<file path="config.mk">
export PLATFORM = sky130hd
export DESIGN_NAME = programmable_interval_timer_core
export DESIGN_NICKNAME = d
export VERILOG_FILES = /design/src/sv/pit_pkg.sv /design/src/sv/programmable_interval_timer_core.sv
export SDC_FILE = /design/constraint.sdc
export NUM_CORES = 1
export LEC_CHECK = 0
export BUFFER_PORTS_ARGS = -buffer_cell sky130_fd_sc_hd__buf_2
export CORE_MARGIN = 2
export CORE_UTILIZATION = 25
export CTS_CLUSTER_SIZE = 28
export DETAILED_ROUTE_END_ITERATION = 10
export GPL_TIMING_DRIVEN = 0
export PLACE_DENSITY = 0.45
export REMOVE_ABC_BUFFERS = 1
export SYNTH_ARGS = -nofsm -noshare
export SYNTH_HDL_FRONTEND = slang
export SYNTH_SLANG_ARGS = --single-unit
export TNS_END_PERCENT = 10
</file>
<file path="constraint.sdc">
create_clock -name clk -period 6.9 [get_ports clk]
set_input_delay 1.38 -clock clk [delete_from_list [all_inputs] [get_ports clk]]
set_output_delay 1.38 -clock clk [all_outputs]
set_load 0.005 [all_outputs]
</file>
<file path="src/sv/pit_pkg.sv">
// Shared types, constants and helper functions for the interval timer core.
package pit_pkg;

	localparam int NUM_CH = 3;
	localparam int CH_W = 2;
	localparam int CNT_W = 17;

	typedef logic [CH_W-1:0] ch_idx_t;

	// Channel access kind as set by a control word.
	typedef enum logic [1:0] {
		ACC_LATCH = 2'd0,
		ACC_LSB   = 2'd1,
		ACC_MSB   = 2'd2,
		ACC_WORD  = 2'd3
	} access_kind_t;

	// Bus port codes.
	localparam logic [2:0] PORT_CTRL   = 3'd3;
	localparam logic [2:0] PORT_SYSCTL = 3'd4;

	// Count modes that matter to the channel 0 interrupt and to counting.
	localparam logic [2:0] MODE_INT_TC    = 3'd0;
	localparam logic [2:0] MODE_RATE      = 3'd2;
	localparam logic [2:0] MODE_SQUARE    = 3'd3;
	localparam logic [2:0] MODE_SW_STROBE = 3'd4;

	localparam logic [1:0] CW_READBACK = 2'b11;
	localparam ch_idx_t    CH_IRQ      = 2'd0;
	localparam ch_idx_t    CH_SPKR     = 2'd2;

	localparam logic [7:0] RD_NONE    = 8'hFF;
	localparam logic [7:0] SYSCTL_OUT = 8'h20;

	// A reload value of zero stands for a full 65536-tick period.
	function automatic logic [CNT_W-1:0] full_reload(input logic [15:0] rv);
		logic [CNT_W-1:0] r;
		r = (rv == 16'd0) ? 17'h10000 : {1'b0, rv};
		return r;
	endfunction

	function automatic logic [15:0] shown_count(input logic running, input logic gate,
		input logic [15:0] rv, input logic [CNT_W-1:0] cur);
		logic [15:0] r;
		r = (!running || !gate) ? rv : cur[15:0];
		return r;
	endfunction

endpackage

</file>
<file path="src/sv/programmable_interval_timer_core.sv">
// Three-channel interval timer core with bus access and system control port.
//
// Each transaction on the item channel is either a byte-wide bus access or one
// timer tick, and each gives exactly one result transaction (read byte and the
// channel 0 interrupt pulse). An accepted item is captured in an input register
// and, once the result register can take it, one pass of logic updates all timer
// state and loads the result register, so one item is taken every cycle as long
// as the result side keeps up. The only stall comes from the result register
// being full and held by result_stall.
module programmable_interval_timer_core
	import pit_pkg::*;
(
	input  logic       clk,
	input  logic       arst_n,
	input  logic       item_valid,
	output logic       item_stall,
	input  logic       func,
	input  logic [2:0] port,
	input  logic       wr_en,
	input  logic [7:0] wdata,
	output logic       result_valid,
	input  logic       result_stall,
	output logic [7:0] rdata,
	output logic       irq
);

	// Input stage.
	logic       vld_s1;
	logic       func_s1;
	logic [2:0] port_s1;
	logic       wr_s1;
	logic [7:0] wdata_s1;

	// Result stage.
	logic       vld_s2;
	logic [7:0] rdata_s2;
	logic       irq_s2;

	logic advance;
	logic take;

	// Timer state.
	access_kind_t     acc_q     [NUM_CH];
	logic [2:0]       mode_q    [NUM_CH];
	logic [15:0]      reload_q  [NUM_CH];
	logic [CNT_W-1:0] cur_q     [NUM_CH];
	logic             lopend_q  [NUM_CH];
	logic [7:0]       lohold_q  [NUM_CH];
	logic             rdhi_q    [NUM_CH];
	logic             lfull_q   [NUM_CH];
	logic [15:0]      lval_q    [NUM_CH];
	logic             lhi_q     [NUM_CH];
	logic             run_q     [NUM_CH];
	logic             gate2_q;
	logic [3:0]       sysctl_q;
	logic             irq_arm_q;
	logic             irq_per_q;
	logic [CNT_W-1:0] irq_period_q;
	logic [CNT_W-1:0] irq_cd_q;

	access_kind_t     acc_d     [NUM_CH];
	logic [2:0]       mode_d    [NUM_CH];
	logic [15:0]      reload_d  [NUM_CH];
	logic [CNT_W-1:0] cur_d     [NUM_CH];
	logic             lopend_d  [NUM_CH];
	logic [7:0]       lohold_d  [NUM_CH];
	logic             rdhi_d    [NUM_CH];
	logic             lfull_d   [NUM_CH];
	logic [15:0]      lval_d    [NUM_CH];
	logic             lhi_d     [NUM_CH];
	logic             run_d     [NUM_CH];
	logic             gate2_d;
	logic [3:0]       sysctl_d;
	logic             irq_arm_d;
	logic             irq_per_d;
	logic [CNT_W-1:0] irq_period_d;
	logic [CNT_W-1:0] irq_cd_d;
	logic [7:0]       rdata_d;
	logic             irq_d;

	logic [NUM_CH-1:0] gate_lvl;

	assign gate_lvl = {gate2_q, 1'b1, 1'b1};

	assign advance    = vld_s1 && (!vld_s2 || !result_stall);
	assign item_stall = vld_s1 && !advance;
	assign take       = item_valid && !item_stall;

	assign result_valid = vld_s2;
	assign rdata        = rdata_s2;
	assign irq          = irq_s2;

	always_ff @(posedge clk or negedge arst_n) begin
		if (!arst_n) begin
			vld_s1 <= 1'b0;
			vld_s2 <= 1'b0;
		end else begin
			if (take) begin
				vld_s1 <= 1'b1;
			end else if (advance) begin
				vld_s1 <= 1'b0;
			end
			if (advance) begin
				vld_s2 <= 1'b1;
			end else if (!result_stall) begin
				vld_s2 <= 1'b0;
			end
		end
	end

	always_ff @(posedge clk) begin
		if (take) begin
			func_s1  <= func;
			port_s1  <= port;
			wr_s1    <= wr_en;
			wdata_s1 <= wdata;
		end
		if (advance) begin
			rdata_s2 <= rdata_d;
			irq_s2   <= irq_d;
		end
	end

	always_ff @(posedge clk or negedge arst_n) begin
		if (!arst_n) begin
			for (int c = 0; c < NUM_CH; c++) begin
				acc_q[c]    <= ACC_LATCH;
				mode_q[c]   <= '0;
				reload_q[c] <= '0;
				cur_q[c]    <= '0;
				lopend_q[c] <= 1'b0;
				lohold_q[c] <= '0;
				rdhi_q[c]   <= 1'b0;
				lfull_q[c]  <= 1'b0;
				lval_q[c]   <= '0;
				lhi_q[c]    <= 1'b0;
				run_q[c]    <= 1'b0;
			end
			gate2_q      <= 1'b0;
			sysctl_q     <= '0;
			irq_arm_q    <= 1'b0;
			irq_per_q    <= 1'b0;
			irq_period_q <= '0;
			irq_cd_q     <= '0;
		end else if (advance) begin
			for (int c = 0; c < NUM_CH; c++) begin
				acc_q[c]    <= acc_d[c];
				mode_q[c]   <= mode_d[c];
				reload_q[c] <= reload_d[c];
				cur_q[c]    <= cur_d[c];
				lopend_q[c] <= lopend_d[c];
				lohold_q[c] <= lohold_d[c];
				rdhi_q[c]   <= rdhi_d[c];
				lfull_q[c]  <= lfull_d[c];
				lval_q[c]   <= lval_d[c];
				lhi_q[c]    <= lhi_d[c];
				run_q[c]    <= run_d[c];
			end
			gate2_q      <= gate2_d;
			sysctl_q     <= sysctl_d;
			irq_arm_q    <= irq_arm_d;
			irq_per_q    <= irq_per_d;
			irq_period_q <= irq_period_d;
			irq_cd_q     <= irq_cd_d;
		end
	end

	// One pass of state update for the item held in the input stage.
	always_comb begin
		ch_idx_t          sel;
		ch_idx_t          cw_sel;
		logic             reload_fire;
		logic             use_latch;
		logic             hi_flag;
		logic [15:0]      v;
		logic [CNT_W-1:0] cd;
		logic [CNT_W-1:0] full0;

		for (int c = 0; c < NUM_CH; c++) begin
			acc_d[c]    = acc_q[c];
			mode_d[c]   = mode_q[c];
			reload_d[c] = reload_q[c];
			cur_d[c]    = cur_q[c];
			lopend_d[c] = lopend_q[c];
			lohold_d[c] = lohold_q[c];
			rdhi_d[c]   = rdhi_q[c];
			lfull_d[c]  = lfull_q[c];
			lval_d[c]   = lval_q[c];
			lhi_d[c]    = lhi_q[c];
			run_d[c]    = run_q[c];
		end
		gate2_d      = gate2_q;
		sysctl_d     = sysctl_q;
		irq_arm_d    = irq_arm_q;
		irq_per_d    = irq_per_q;
		irq_period_d = irq_period_q;
		irq_cd_d     = irq_cd_q;
		rdata_d      = '0;
		irq_d        = 1'b0;

		sel         = port_s1[CH_W-1:0];
		cw_sel      = wdata_s1[7:6];
		reload_fire = 1'b0;
		use_latch   = lfull_q[sel];
		hi_flag     = use_latch ? lhi_q[sel] : rdhi_q[sel];
		v           = use_latch ? lval_q[sel]
			: shown_count(run_q[sel], gate_lvl[sel], reload_q[sel], cur_q[sel]);
		cd          = '0;
		full0       = '0;

		if (func_s1) begin
			for (int c = 0; c < NUM_CH; c++) begin
				if (run_q[c] && gate_lvl[c]) begin
					if (mode_q[c] == MODE_INT_TC) begin
						if (cur_q[c] != '0) begin
							cur_d[c] = cur_q[c] - 1'b1;
						end
					end else if (cur_q[c] <= 17'd1) begin
						cur_d[c] = full_reload(reload_q[c]);
					end else begin
						cur_d[c] = cur_q[c] - 1'b1;
					end
				end
			end
			if (irq_arm_q) begin
				cd = (irq_cd_q != '0) ? irq_cd_q - 1'b1 : irq_cd_q;
				irq_cd_d = cd;
				if (cd == '0) begin
					irq_d = 1'b1;
					if (irq_per_q) begin
						irq_cd_d = irq_period_q;
					end else begin
						irq_arm_d = 1'b0;
					end
				end
			end
		end else if (port_s1 < PORT_CTRL) begin
			if (wr_s1) begin
				unique case (acc_q[sel])
					ACC_LSB: begin
						reload_d[sel] = {reload_q[sel][15:8], wdata_s1};
						reload_fire   = 1'b1;
					end
					ACC_MSB: begin
						reload_d[sel] = {wdata_s1, reload_q[sel][7:0]};
						reload_fire   = 1'b1;
					end
					ACC_WORD: begin
						if (!lopend_q[sel]) begin
							lohold_d[sel] = wdata_s1;
							lopend_d[sel] = 1'b1;
						end else begin
							reload_d[sel] = {wdata_s1, lohold_q[sel]};
							lopend_d[sel] = 1'b0;
							reload_fire   = 1'b1;
						end
					end
					ACC_LATCH: begin
					end
				endcase
			end else begin
				unique case (acc_q[sel])
					ACC_LSB: begin
						rdata_d = v[7:0];
						if (use_latch) begin
							lfull_d[sel] = 1'b0;
						end
					end
					ACC_MSB: begin
						rdata_d = v[15:8];
						if (use_latch) begin
							lfull_d[sel] = 1'b0;
						end
					end
					ACC_WORD: begin
						rdata_d = hi_flag ? v[15:8] : v[7:0];
						if (use_latch) begin
							lhi_d[sel] = !hi_flag;
							if (hi_flag) begin
								lfull_d[sel] = 1'b0;
							end
						end else begin
							rdhi_d[sel] = !hi_flag;
						end
					end
					ACC_LATCH: begin
						rdata_d = RD_NONE;
					end
				endcase
			end
		end else if (port_s1 == PORT_CTRL) begin
			if (wr_s1) begin
				if (cw_sel == CW_READBACK) begin
					for (int c = 0; c < NUM_CH; c++) begin
						if (wdata_s1[c+1]) begin
							lval_d[c]  = shown_count(run_q[c], gate_lvl[c], reload_q[c],
								cur_q[c]);
							lfull_d[c] = 1'b1;
							lhi_d[c]   = 1'b0;
						end
					end
				end else if (wdata_s1[5:4] == ACC_LATCH) begin
					lval_d[cw_sel]  = shown_count(run_q[cw_sel], gate_lvl[cw_sel],
						reload_q[cw_sel], cur_q[cw_sel]);
					lfull_d[cw_sel] = 1'b1;
					lhi_d[cw_sel]   = 1'b0;
				end else begin
					acc_d[cw_sel]    = access_kind_t'(wdata_s1[5:4]);
					mode_d[cw_sel]   = wdata_s1[3:1];
					lopend_d[cw_sel] = 1'b0;
					lohold_d[cw_sel] = '0;
					rdhi_d[cw_sel]   = 1'b0;
					lfull_d[cw_sel]  = 1'b0;
					run_d[cw_sel]    = 1'b0;
				end
			end else begin
				rdata_d = RD_NONE;
			end
		end else if (port_s1 == PORT_SYSCTL) begin
			if (wr_s1) begin
				sysctl_d = wdata_s1[3:0];
				gate2_d  = wdata_s1[0];
				// Restart channel 2 from its reload value on a rising gate.
				if (wdata_s1[0] && !gate2_q && run_q[CH_SPKR]) begin
					cur_d[CH_SPKR] = full_reload(reload_q[CH_SPKR]);
				end
			end else begin
				rdata_d = {6'd0, sysctl_q[1:0]};
				if (mode_q[CH_SPKR] == MODE_INT_TC && run_q[CH_SPKR]
					&& shown_count(run_q[CH_SPKR], gate2_q, reload_q[CH_SPKR],
					cur_q[CH_SPKR]) == 16'd0) begin
					rdata_d = rdata_d | SYSCTL_OUT;
				end
			end
		end else if (!wr_s1) begin
			rdata_d = RD_NONE;
		end

		// A completed reload value starts the channel, and on channel 0 sets up the irq.
		if (reload_fire) begin
			cur_d[sel] = full_reload(reload_d[sel]);
			run_d[sel] = 1'b1;
			if (sel == CH_IRQ) begin
				full0 = full_reload(reload_d[CH_IRQ]);
				if (mode_q[CH_IRQ] == MODE_INT_TC || mode_q[CH_IRQ] == MODE_RATE
					|| mode_q[CH_IRQ] == MODE_SQUARE || mode_q[CH_IRQ] == MODE_SW_STROBE) begin
					irq_per_d    = (mode_q[CH_IRQ] == MODE_RATE)
						|| (mode_q[CH_IRQ] == MODE_SQUARE);
					irq_period_d = full0;
					irq_cd_d     = full0;
					irq_arm_d    = 1'b1;
				end else begin
					irq_arm_d = 1'b0;
				end
			end
		end
	end

endmodule

</file>
# After elaboration in Yosys (flattened, before gate mapping)
# Index checks and enable logic that the tools add are counted.
[totals]
mem_count = 0
word_cells = 384
ram_bits = 0
romBits = 0
latch_bits = 0
regBits = 264
[op_classes]
n_shift = 0
order_cmp = 10
div = 0
n_reduce_logical = 69
bitwise_logic = 21
n_mux = 205
addsub = 4
n_eq_ne = 28
n_mul = 0
[ops]
columns = ["op", "n"]
rows = [
  ["2-to-1 mux 17 bit", 32],
  ["2-to-1 mux 16 bit", 23],
  ["2-to-1 mux 48 bit", 6],
  ["bitwise mux 48 bit", 4],
  ["2-to-1 mux 24 bit", 8],
  ["case mux 48 bit (3 select lines)", 1],
  ["binary-select mux 16 bit (select 2 bit)", 4],
  ["2-to-1 mux 3 bit", 41],
  ["logical NOT 16 bit", 6],
  ["2-to-1 mux 8 bit", 10],
  ["binary-select mux 17 bit (select 2 bit)", 2],
  ["nonzero test 17 bit", 4],
  ["subtractor 17 x 1 -> 17 bit (second input constant)", 4],
  ["demux 16 bit (select 2 bit)", 2],
  ["bitwise mux 51 bit", 1],
  ["less-or-equal comparator 17 x 1 -> 1 bit (second input constant)", 3],
  ["2-to-1 mux 51 bit", 1],
  ["AND reduction 9 bit", 5],
  ["2-to-1 mux 1 bit", 39],
  ["demux 17 bit (select 2 bit)", 1],
  ["2-to-1 mux 34 bit", 1],
  ["demux 8 bit (select 2 bit)", 2],
  ["case mux 8 bit (4 select lines)", 1],
  ["AND reduction 10 bit", 3],
  ["47 further kinds", 133],
]

# Logic depth before layout (Yosys ltp)
# Gate-level depths: netlist of run 1.
[logic_depth]
ltp_word = 18
mapped_depth = 21
mapped_depth_nobuf = 13

# Least setup slack after synthesis of run 1
# No wires, ideal clock.
[synth_timing]
path_type = "register -> register"
from = "register port_s1[1]"
to = "register cur_q[50] in the netlist's numbering"
period_less_slack_ps = 4603
path_slack_ps = 2297
path_stages_with_launch = 21
t_arrival_ps = 4521
setup_time_ps = 81
cell_sequence = "edfxtp_1 buf_2 buf_2 buf_2 buf_2 buf_2 buf_1 mux2i_1 nor2_1 a21oi_1 inv_1 ha_1 clkbuf_1 a21o_1 or3_1 and3_1 a311o_1 a32o_2 nor4_4 nand4_2 a31oi_2"
[synth_between]
elab_chain_cells = 18
word_cells_on_any_way = 45
[synth_rtl]
columns = ["item", "line", "rtl"]
rows = [
  ["start: declaration", "programmable_interval_timer_core.sv:30", "logic [2:0] port_s1;"],
  ["start signal: assignment", "programmable_interval_timer_core.sv:114", "port_s1 <= port;"],
  ["inverter 2 -> 3 bit (not written as such)", "-", ""],
  [">= comparator 3 bit (not written as such) / < comparator 3 x 1 -> 1 bit (equally long branches)", "-", ""],
  ["logical AND 1 bit (not written as such)", "-", ""],
  ["2-to-1 mux 16 bit (not written as such)", "programmable_interval_timer_core.sv:241, programmable_interval_timer_core.sv:245, programmable_interval_timer_core.sv:253", ""],
  ["demux 16 bit (select 2 bit)", "programmable_interval_timer_core.sv:241, programmable_interval_timer_core.sv:245, programmable_interval_timer_core.sv:253", ""],
  ["bitwise mux 48 bit", "programmable_interval_timer_core.sv:253", "reload_d[sel] = {wdata_s1, lohold_q[sel]};"],
  ["2-to-1 mux 48 bit", "programmable_interval_timer_core.sv:249", "if (!lopend_q[sel]) begin"],
  ["case mux 48 bit (3 select lines)", "programmable_interval_timer_core.sv:239", "unique case (acc_q[sel])"],
  ["2-to-1 mux 48 bit", "programmable_interval_timer_core.sv:238", "if (wr_s1) begin"],
  ["2-to-1 mux 48 bit", "programmable_interval_timer_core.sv:237", "end else if (port_s1 < PORT_CTRL) begin"],
  ["2-to-1 mux 48 bit", "programmable_interval_timer_core.sv:211", "if (func_s1) begin"],
  ["binary-select mux 16 bit (select 2 bit)", "programmable_interval_timer_core.sv:341", "cur_d[sel] = full_reload(reload_d[sel]);"],
  ["2-to-1 mux 16 bit (not written as such) (2 in a row)", "programmable_interval_timer_core.sv:341", ""],
  ["logical NOT 16 bit", "pit_pkg.sv:38", "r = (rv == 16'd0) ? 17'h10000 : {1'b0, rv};"],
  ["2-to-1 mux 17 bit", "pit_pkg.sv:38", ""],
  ["bitwise mux 51 bit", "programmable_interval_timer_core.sv:341", ""],
  ["2-to-1 mux 51 bit *", "programmable_interval_timer_core.sv:340", "if (reload_fire) begin"],
  ["end signal: indexed assignment", "programmable_interval_timer_core.sv:150", "cur_q[c] <= cur_d[c];"],
  ["end: declaration", "programmable_interval_timer_core.sv:46", "logic [CNT_W-1:0] cur_q [NUM_CH];"],
]
# Mark *: on every way between the ends. The rest lies on a longest branch, timed or not. The select of a mux whose other input is x is not followed.
# A chain may end at the register's enable or synchronous reset.

# Worst setup path after layout of run 1
[layout_timing]
from = "register port_s1[0]"
to = "register cur_q[50] in the netlist's numbering"
# The elaborated chain is that of the path after synthesis.

==> results of run 1 <==
timing repair:
| action | in CTS | in global routing |
|---|---|---|
| resized for setup | 1 | 2 |
| endpoints found under the setup margin | 13 | 5 |
| gates cloned | 0 | 0 |
flip-flops by register name, indices dropped and copies added (netlist names), named ones only:
name / count
irq_period_q: 17
irq_cd_q: 17
lfull_q: 3
func_s1: 1
sysctl_q: 2
lval_q: 48
run_q: 3
lhi_q: 3
wr_s1: 1
irq_per_q: 1
vld_s1: 1
lohold_q: 24
rdhi_q: 3
cur_q: 51
reload_q: 48
irq: 1
irq_arm_q: 1
port_s1: 3
mode_q: 9
acc_q: 6
result_valid: 1
rdata: 8
wdata_s1: 8
path summary, 6_finish.rpt:
check / depth (start not counted) / slack (ns) / endpoint / startpoint
setup / recovery: 12 / 0.28 / cur_q[50] / port_s1[0]
hold / removal: 2 / 0.47 / irq_period_q[16] / irq_period_q[16]
setup reg to reg: 12 / 0.28 / cur_q[50] / port_s1[0]
hold reg to reg: 2 / 0.47 / irq_period_q[16] / irq_period_q[16]
max in group asynchronous: 3 / 4.83 / lval_q[14] / arst_n
min in group asynchronous: 1 / 0.75 / irq_period_q[10] / arst_n
metal layers:
| metal | GRT usage | share of wire | wire length, µm |
|---|---|---|---|
| met5 | 0 | 0 | 0 |
| met4 | 0.0888 | 0.043 | 3520 |
| met3 | 0.0352 | 0.075 | 6060 |
| met2 | 0.313 | 0.44 | 35600 |
| met1 | 0.288 | 0.44 | 36000 |
cells by family after synthesis:
family                   share of synthesized area
XOR/XNOR                                    0.0142
adder cells (fa/ha/maj)                     0.0135
buffers and inverters                       0.0500
flip-flops                                   0.361
AND/OR/NAND/NOR                              0.182
multiplexers                                 0.110
AO/OA/AOI/OAI                                0.270
layout make-up:
type | count | area (µm²)
Timing Repair Buffer | 58 | 779
Fill cell | 7726 | 52200
Sequential cell | 263 | 6690
Tap cell | 959 | 1200
Clock buffer | 52 | 1040
Inverter | 38 | 144
Clock inverter | 9 | 121
Multi-Input combinational cell | 1682 | 11000
Antenna cell | 1 | 2.50
placed cells by master, fill, tap and decap left out, drive strengths merged, types with 22 or more instances in the layout:
cell | synthesis | routed
dfrtp | 241 | 241
nand2 | 233 | 233
o21ai | 185 | 185
nor2 | 170 | 170
a21oi | 168 | 168
mux2i | 94 | 94
mux2 | 67 | 67
buf | 34 | 58
nor3 | 56 | 56
clkbuf | 165 | 52
a22o | 50 | 50
nand3 | 47 | 47
o22ai | 45 | 45
nor4 | 45 | 45
a22oi | 37 | 37
a211oi | 36 | 36
inv | 35 | 35
o211ai | 29 | 29
o221ai | 27 | 27
o21a | 24 | 24
xnor2 | 23 | 23
edfxtp | 22 | 22
and2 | 22 | 22
worst max-delay path, delay by kind of cell (launching register included):
kind                       cells  cell delay, ns
AOI/OAI and AO/OA              4            2.03
DFF                            1            0.72
buffers and inverters          1            0.24
adders and majority gates      1            0.33
and+or+nand+nor                6            3.17
power by group:
| group | switching, mW | leakage (nW) | total [mW] | internal, mW |
|---|---|---|---|---|
| sequential | 0.193 | 3.47 | 1.84 | 1.65 |
| combinational | 0.418 | 4.08 | 0.665 | 0.247 |
| clock | 0.761 | 0.569 | 1.91 | 1.15 |
==> results.py, run 1 <==
metrics = {
    "routing": {
        "drtIter0Drc": 2145,
        "final_antenna_net_count": 0,
        "drt-pass1-iter-count": 5,
        "num_vias": 18065,
        "postRouteWirelength_um": 81100,
        "vias_per_cell": 5.90,
        "drc": 0,
        "routedWlPerCell_um": 26.5,
    },
    "floorplanning": {
        "coreArea_mm2": 0.0732,
        "initial_core_util": 0.253,
        "pin_count": 28,
        "die_area_mm2": 0.0764,
        "rows": 99,
        "die_y_um": 276,
        "die-width_um": 276,
    },
    "place": {
        "port_buffers": 27,
        "hpwl_um": 57200,
        "place_inst": 3000,
        "placed_area_mm2": 0.0198,
        "gp_congestion": 0.917,
        "post-place-ws_ns": -0.581,
    },
    "timing": {
        "timing.final.crit_share": 0.960,
        "finalWorstSetupSlack_ns": 0.279,
        "rsz0062_at_grt": "false",
        "maxClockFrequency_mhz": 151,
        "setup_viol": 0,
        "fin_hold_ws_ns": 0.469,
        "fin_crit_ns": 6.62,
        "skew_ns": 0.0230,
        "final_max_slew_viol_count": 1,
        "fin_tns_setup_ns": 0,
        "hold_viol": 0,
        "relSlewSlack": -0.00789,
        "worst_pin_slew_ns": 1.50,
    },
    "power": {
        "power.density_mw_per_mm2": 210,
        "total_power_mw": 4.42,
        "vdd.ir_drop.worst_v": 0.000125,
        "leakagePower_nw": 8.12,
    },
    "layout": {
        "fin_nets": 2115,
        "syn2layout_area_growth_pct": 13.3,
        "finalInstanceArea_mm2": 0.0210,
        "post-route-util": 0.287,
        "finalNonFillerCells": 3062,
        "drive_gt1_frac": 0.113,
    },
    "clock_network": {
        "root_buffer": "clkbuf_16",
        "insertion_delay_ns": 0.56,
        "cts_buffers": 35,
        "clock-sinks": 263,
        "cts_tree": "done",
        "clock_path_buffers": 3,
        "path_clk_slew_ns": 0.06,
        "htreeDepth": 2,
        "cts_setup_buffers": 0,
        "ctsHoldBuffers": 0,
    },
    "critical_path": {
        "path_class": "reg -> reg",
        "worstPathRequired_ns": 7.36,
        "cp_data_arrival_time_ns": 7.09,
        "cp_max_fo": 25,
        "critPathLaunchType": "flop",
        "cpPeakStageDelay_ns": 1.17,
        "end_kind": "flop",
        "cp_slowest_cell": "a221oi_1",
        "cp_cell_sequence": "buf_16 -> nor2b_4 -> a21oi_1 -> ha_1 -> or4b_1 -> or2_2 -> o21a_1 -> a221oi_1 -> nand3_1 -> nor4_4 -> nand4_2 -> a31oi_2",
    },
    "synthesis": {
        "async_reset_ff_frac": 0.916,
        "syn_area_per_cell_um2": 8.50,
        "synthTopCellsByArea": "dfrtp_1 (33%), mux2i_1 (5.1%), o21ai_0 (4.8%)",
        "synthFlopType": "dfrtp_1",
        "synth_largest_area_cell": "dfrtp_1",
        "ys_ff_latch": 263,
        "yosysMostFrequentCell": "dfrtp_1",
        "yosysWarnings": 0,
        "yosysTopAreaCellShare": 0.325,
        "ys_seq_area_frac": 0.361,
        "synth_edf_count": 22,
        "syn_area_mm2": 0.0185,
        "netlist_instances": 2182,
        "synth_common_cells": "dfrtp_1 (241), nand2_1 (233), o21ai_0 (178)",
        "synth.distinct_cells": 86,
    },
    "worst_hold_path": {
        "min_path_type": "reg -> reg",
    },
    "grt": {
        "grt_pass1_vias": 17135,
        "antenna_found_initial": 0,
        "overflow": 0,
        "grt_pass1_wl_um": 120000,
        "grt_usage": 0.207,
        "grt_start_max_net_pins": 99,
    },
    "status": {
        "status": "complete, but fails checks",
        "violations": "capacitance limit, slew limit",
    },
    "job": {
        "maxCapViolCount": 1,
    },
}
Power figures use the tool's default switching activity.
==> inputs of run 2 (changes only) <==
--- a/config.mk
+++ b/config.mk
@@ -5,13 +5,14 @@
 export SDC_FILE = /design/constraint.sdc
 export NUM_CORES = 1
 export LEC_CHECK = 0
-export BUFFER_PORTS_ARGS = -buffer_cell sky130_fd_sc_hd__buf_2
+export BUFFER_PORTS_ARGS = -buffer_cell sky130_fd_sc_hd__buf_4
 export CORE_MARGIN = 2
-export CORE_UTILIZATION = 25
+export CORE_UTILIZATION = 40
+export CTS_CLUSTER_DIAMETER = 100
 export CTS_CLUSTER_SIZE = 28
 export DETAILED_ROUTE_END_ITERATION = 10
 export GPL_TIMING_DRIVEN = 0
-export PLACE_DENSITY = 0.45
+export PLACE_DENSITY = 0.61
 export REMOVE_ABC_BUFFERS = 1
 export SYNTH_ARGS = -nofsm -noshare
 export SYNTH_HDL_FRONTEND = slang
==> results.py, run 2 (synthesis results as in run 1) <==
metrics = {
    "critical_path": {
        "end_kind": "flop",
        "r2r-start": "port_s1[1]",
        "path_depth": 17,
        "rrSetupSlack_ns": 0.19,
        "worstPathRequired_ns": 7.37,
        "path_class": "reg -> reg",
        "r2r_cells": 17,
        "critPathBufInv": 6,
        "cp_cell_sequence": "buf_16 -> buf_16 -> buf_16 -> buf_16 -> nor2b_4 -> buf_12 -> a21oi_1 -> ha_1 -> or4b_1 -> or2_2 -> o21a_1 -> a221oi_2 -> buf_4 -> nand3_1 -> nor4_4 -> nand4_2 -> a31oi_2",
        "cp_slowest_cell": "or4b_1",
        "r2r_end": "cur_q[50]",
        "cp_common_cell": "buf_16",
        "critPathTopFamily": "simple AND/OR/NAND/NOR gates",
        "critPathCapture": "cur_q[50]",
        "cp_data_arrival_time_ns": 7.18,
        "cp-startpoint": "port_s1[1]",
        "cp_max_fo": 36,
        "cpPeakStageDelay_ns": 0.91,
        "critPathLaunchType": "flop",
    },
    "routing": {
        "drtIter0Drc": 2877,
        "num_vias": 18525,
        "drt-pass1-iter-count": 6,
        "routedWlPerCell_um": 28.3,
        "postRouteWirelength_um": 75400,
        "final_antenna_net_count": 0,
        "vias_per_cell": 6.95,
        "drc": 0,
    },
    "place": {
        "port_buffers": 27,
        "placed_area_mm2": 0.0194,
        "place_inst": 2639,
        "gp_congestion": 0.973,
        "hpwl_um": 52400,
    },
    "timing": {
        "fin_crit_ns": 6.71,
        "hold_viol": 0,
        "maxClockFrequency_mhz": 149,
        "rsz0062_at_grt": "false",
        "relSlewSlack": 0.0206,
        "final_max_slew_viol_count": 0,
        "fin_hold_ws_ns": 0.481,
        "setup_viol": 0,
        "worst_pin_slew_ns": 1.47,
        "timing.final.crit_share": 0.973,
        "skew_ns": 0.0455,
    },
    "grt": {
        "grt_usage": 0.311,
        "grt_start_max_net_pins": 100,
        "antenna_found_initial": 2,
        "overflow": 0,
        "grt_pass1_wl_um": 113000,
        "grt_pass1_vias": 17188,
    },
    "layout": {
        "largest_registers": "cur_q x51, lval_q x48, reload_q x48",
        "syn2layout_area_growth_pct": 7.58,
        "largest_reg_flops": 51,
        "post-route-util": 0.438,
        "final_common_cell": "dfrtp_1",
        "fin_nets": 2093,
        "finalInstanceArea_mm2": 0.0200,
        "drive_gt1_frac": 0.104,
        "final_cell_mix": "dfrtp_1 (241), nand2_1 (231), o21ai_0 (176), nor2_1 (169), a21oi_1 (162)",
        "top_register": "cur_q",
        "finalNonFillerCells": 2665,
    },
    "worst_hold_path": {
        "min_path_type": "reg -> reg",
    },
    "clock_network": {
        "cts_buffers": 15,
        "root_buffer": "clkbuf_16",
        "cts_tree": "done",
        "path_clk_slew_ns": 0.12,
        "cts_setup_buffers": 0,
        "htreeDepth": 1,
        "clock_path_buffers": 3,
        "insertion_delay_ns": 0.56,
        "clock-sinks": 263,
    },
    "job": {
        "maxCapViolCount": 0,
    },
    "floorplanning": {
        "initial_core_util": 0.407,
        "rows": 78,
        "pin_count": 28,
        "die-width_um": 219,
        "die_y_um": 219,
        "coreArea_mm2": 0.0456,
        "die_area_mm2": 0.0481,
    },
    "power": {
        "power.density_mw_per_mm2": 178,
        "vdd.ir_drop.worst_v": 0.000148,
        "total_power_mw": 3.56,
        "leakagePower_nw": 7.81,
    },
    "status": {
        "status": "completed",
    },
}
-- run 2: changes by cell type in the layout (fill, tap and decap cells not counted), moves of 3 or more --
cell,delta
buf_2,-26
clkinv_2,-3
clkbuf_1,-7
clkbuf_16,-22
a21oi_1,-3
buf_4,+29
clkbuf_8,-6
-- run 2: what timing repair did --
action / CTS / global route
hold buffers: 0 / 0
resized for setup: 3 / 7
endpoints found under the setup margin: 48 / 12
-- run 2: how the worst min path moves through the flow --
stage | start | to | slack, ns | cells past startpoint
after floorplan | irq_period_q[7] | irq_period_q[7] | 0.43 | 2
after global placement | irq_period_q[16] | irq_period_q[16] | 0.46 | 2
after detailed placement | irq_period_q[7] | irq_period_q[7] | 0.45 | 2
after CTS | irq_period_q[7] | irq_period_q[7] | 0.48 | 2
after global routing | lval_q[46] | lval_q[46] | 0.51 | 2
final | irq_period_q[7] | irq_period_q[7] | 0.48 | 2
-- run 2: layout make-up --
cell class / instances / area, µm²
Antenna cell: 1 / 2.50
Fill cell: 4382 / 25600
Tap cell: 600 / 751
Clock buffer: 17 / 383
Sequential cell: 263 / 6690
Multi-Input combinational cell: 1682 / 11100
Clock inverter: 8 / 109
Timing Repair Buffer: 56 / 787
Inverter: 38 / 144
-- run 2: tightest hold or removal path, stage by stage, from the launching register on --
cell     delay [ns]
dfrtp_1        0.36
nand2_1        0.05
nand2_1        0.05
-- run 2: routing by layer --
| layer | vias to the layer above | GRT usage | part of all wire |
|---|---|---|---|
| met5 | - | 0 | 0.00017 |
| met4 | 2 | 0.141 | 0.052 |
| met3 | 235 | 0.0721 | 0.12 |
| met2 | 1279 | 0.456 | 0.42 |
| met1 | 9065 | 0.433 | 0.40 |
| li1 | 7944 | - | - |
-- run 2: per-stage QoR --
step	TNS [ns]	setup slack [ns]
6_report	0	0.189
5_1_grt	0	0.0523
4_1_cts	0	0.101
3_5_place_dp	-12.70	-0.824
3_3_place_gp	-1015.17	-6.45
2_1_floorplan	-15.39	-0.583
-- run 2: report_power, final --
part           internal, mW  switching, mW
Sequential             1.65          0.187
Combinational         0.243          0.412
Clock                 0.462          0.608
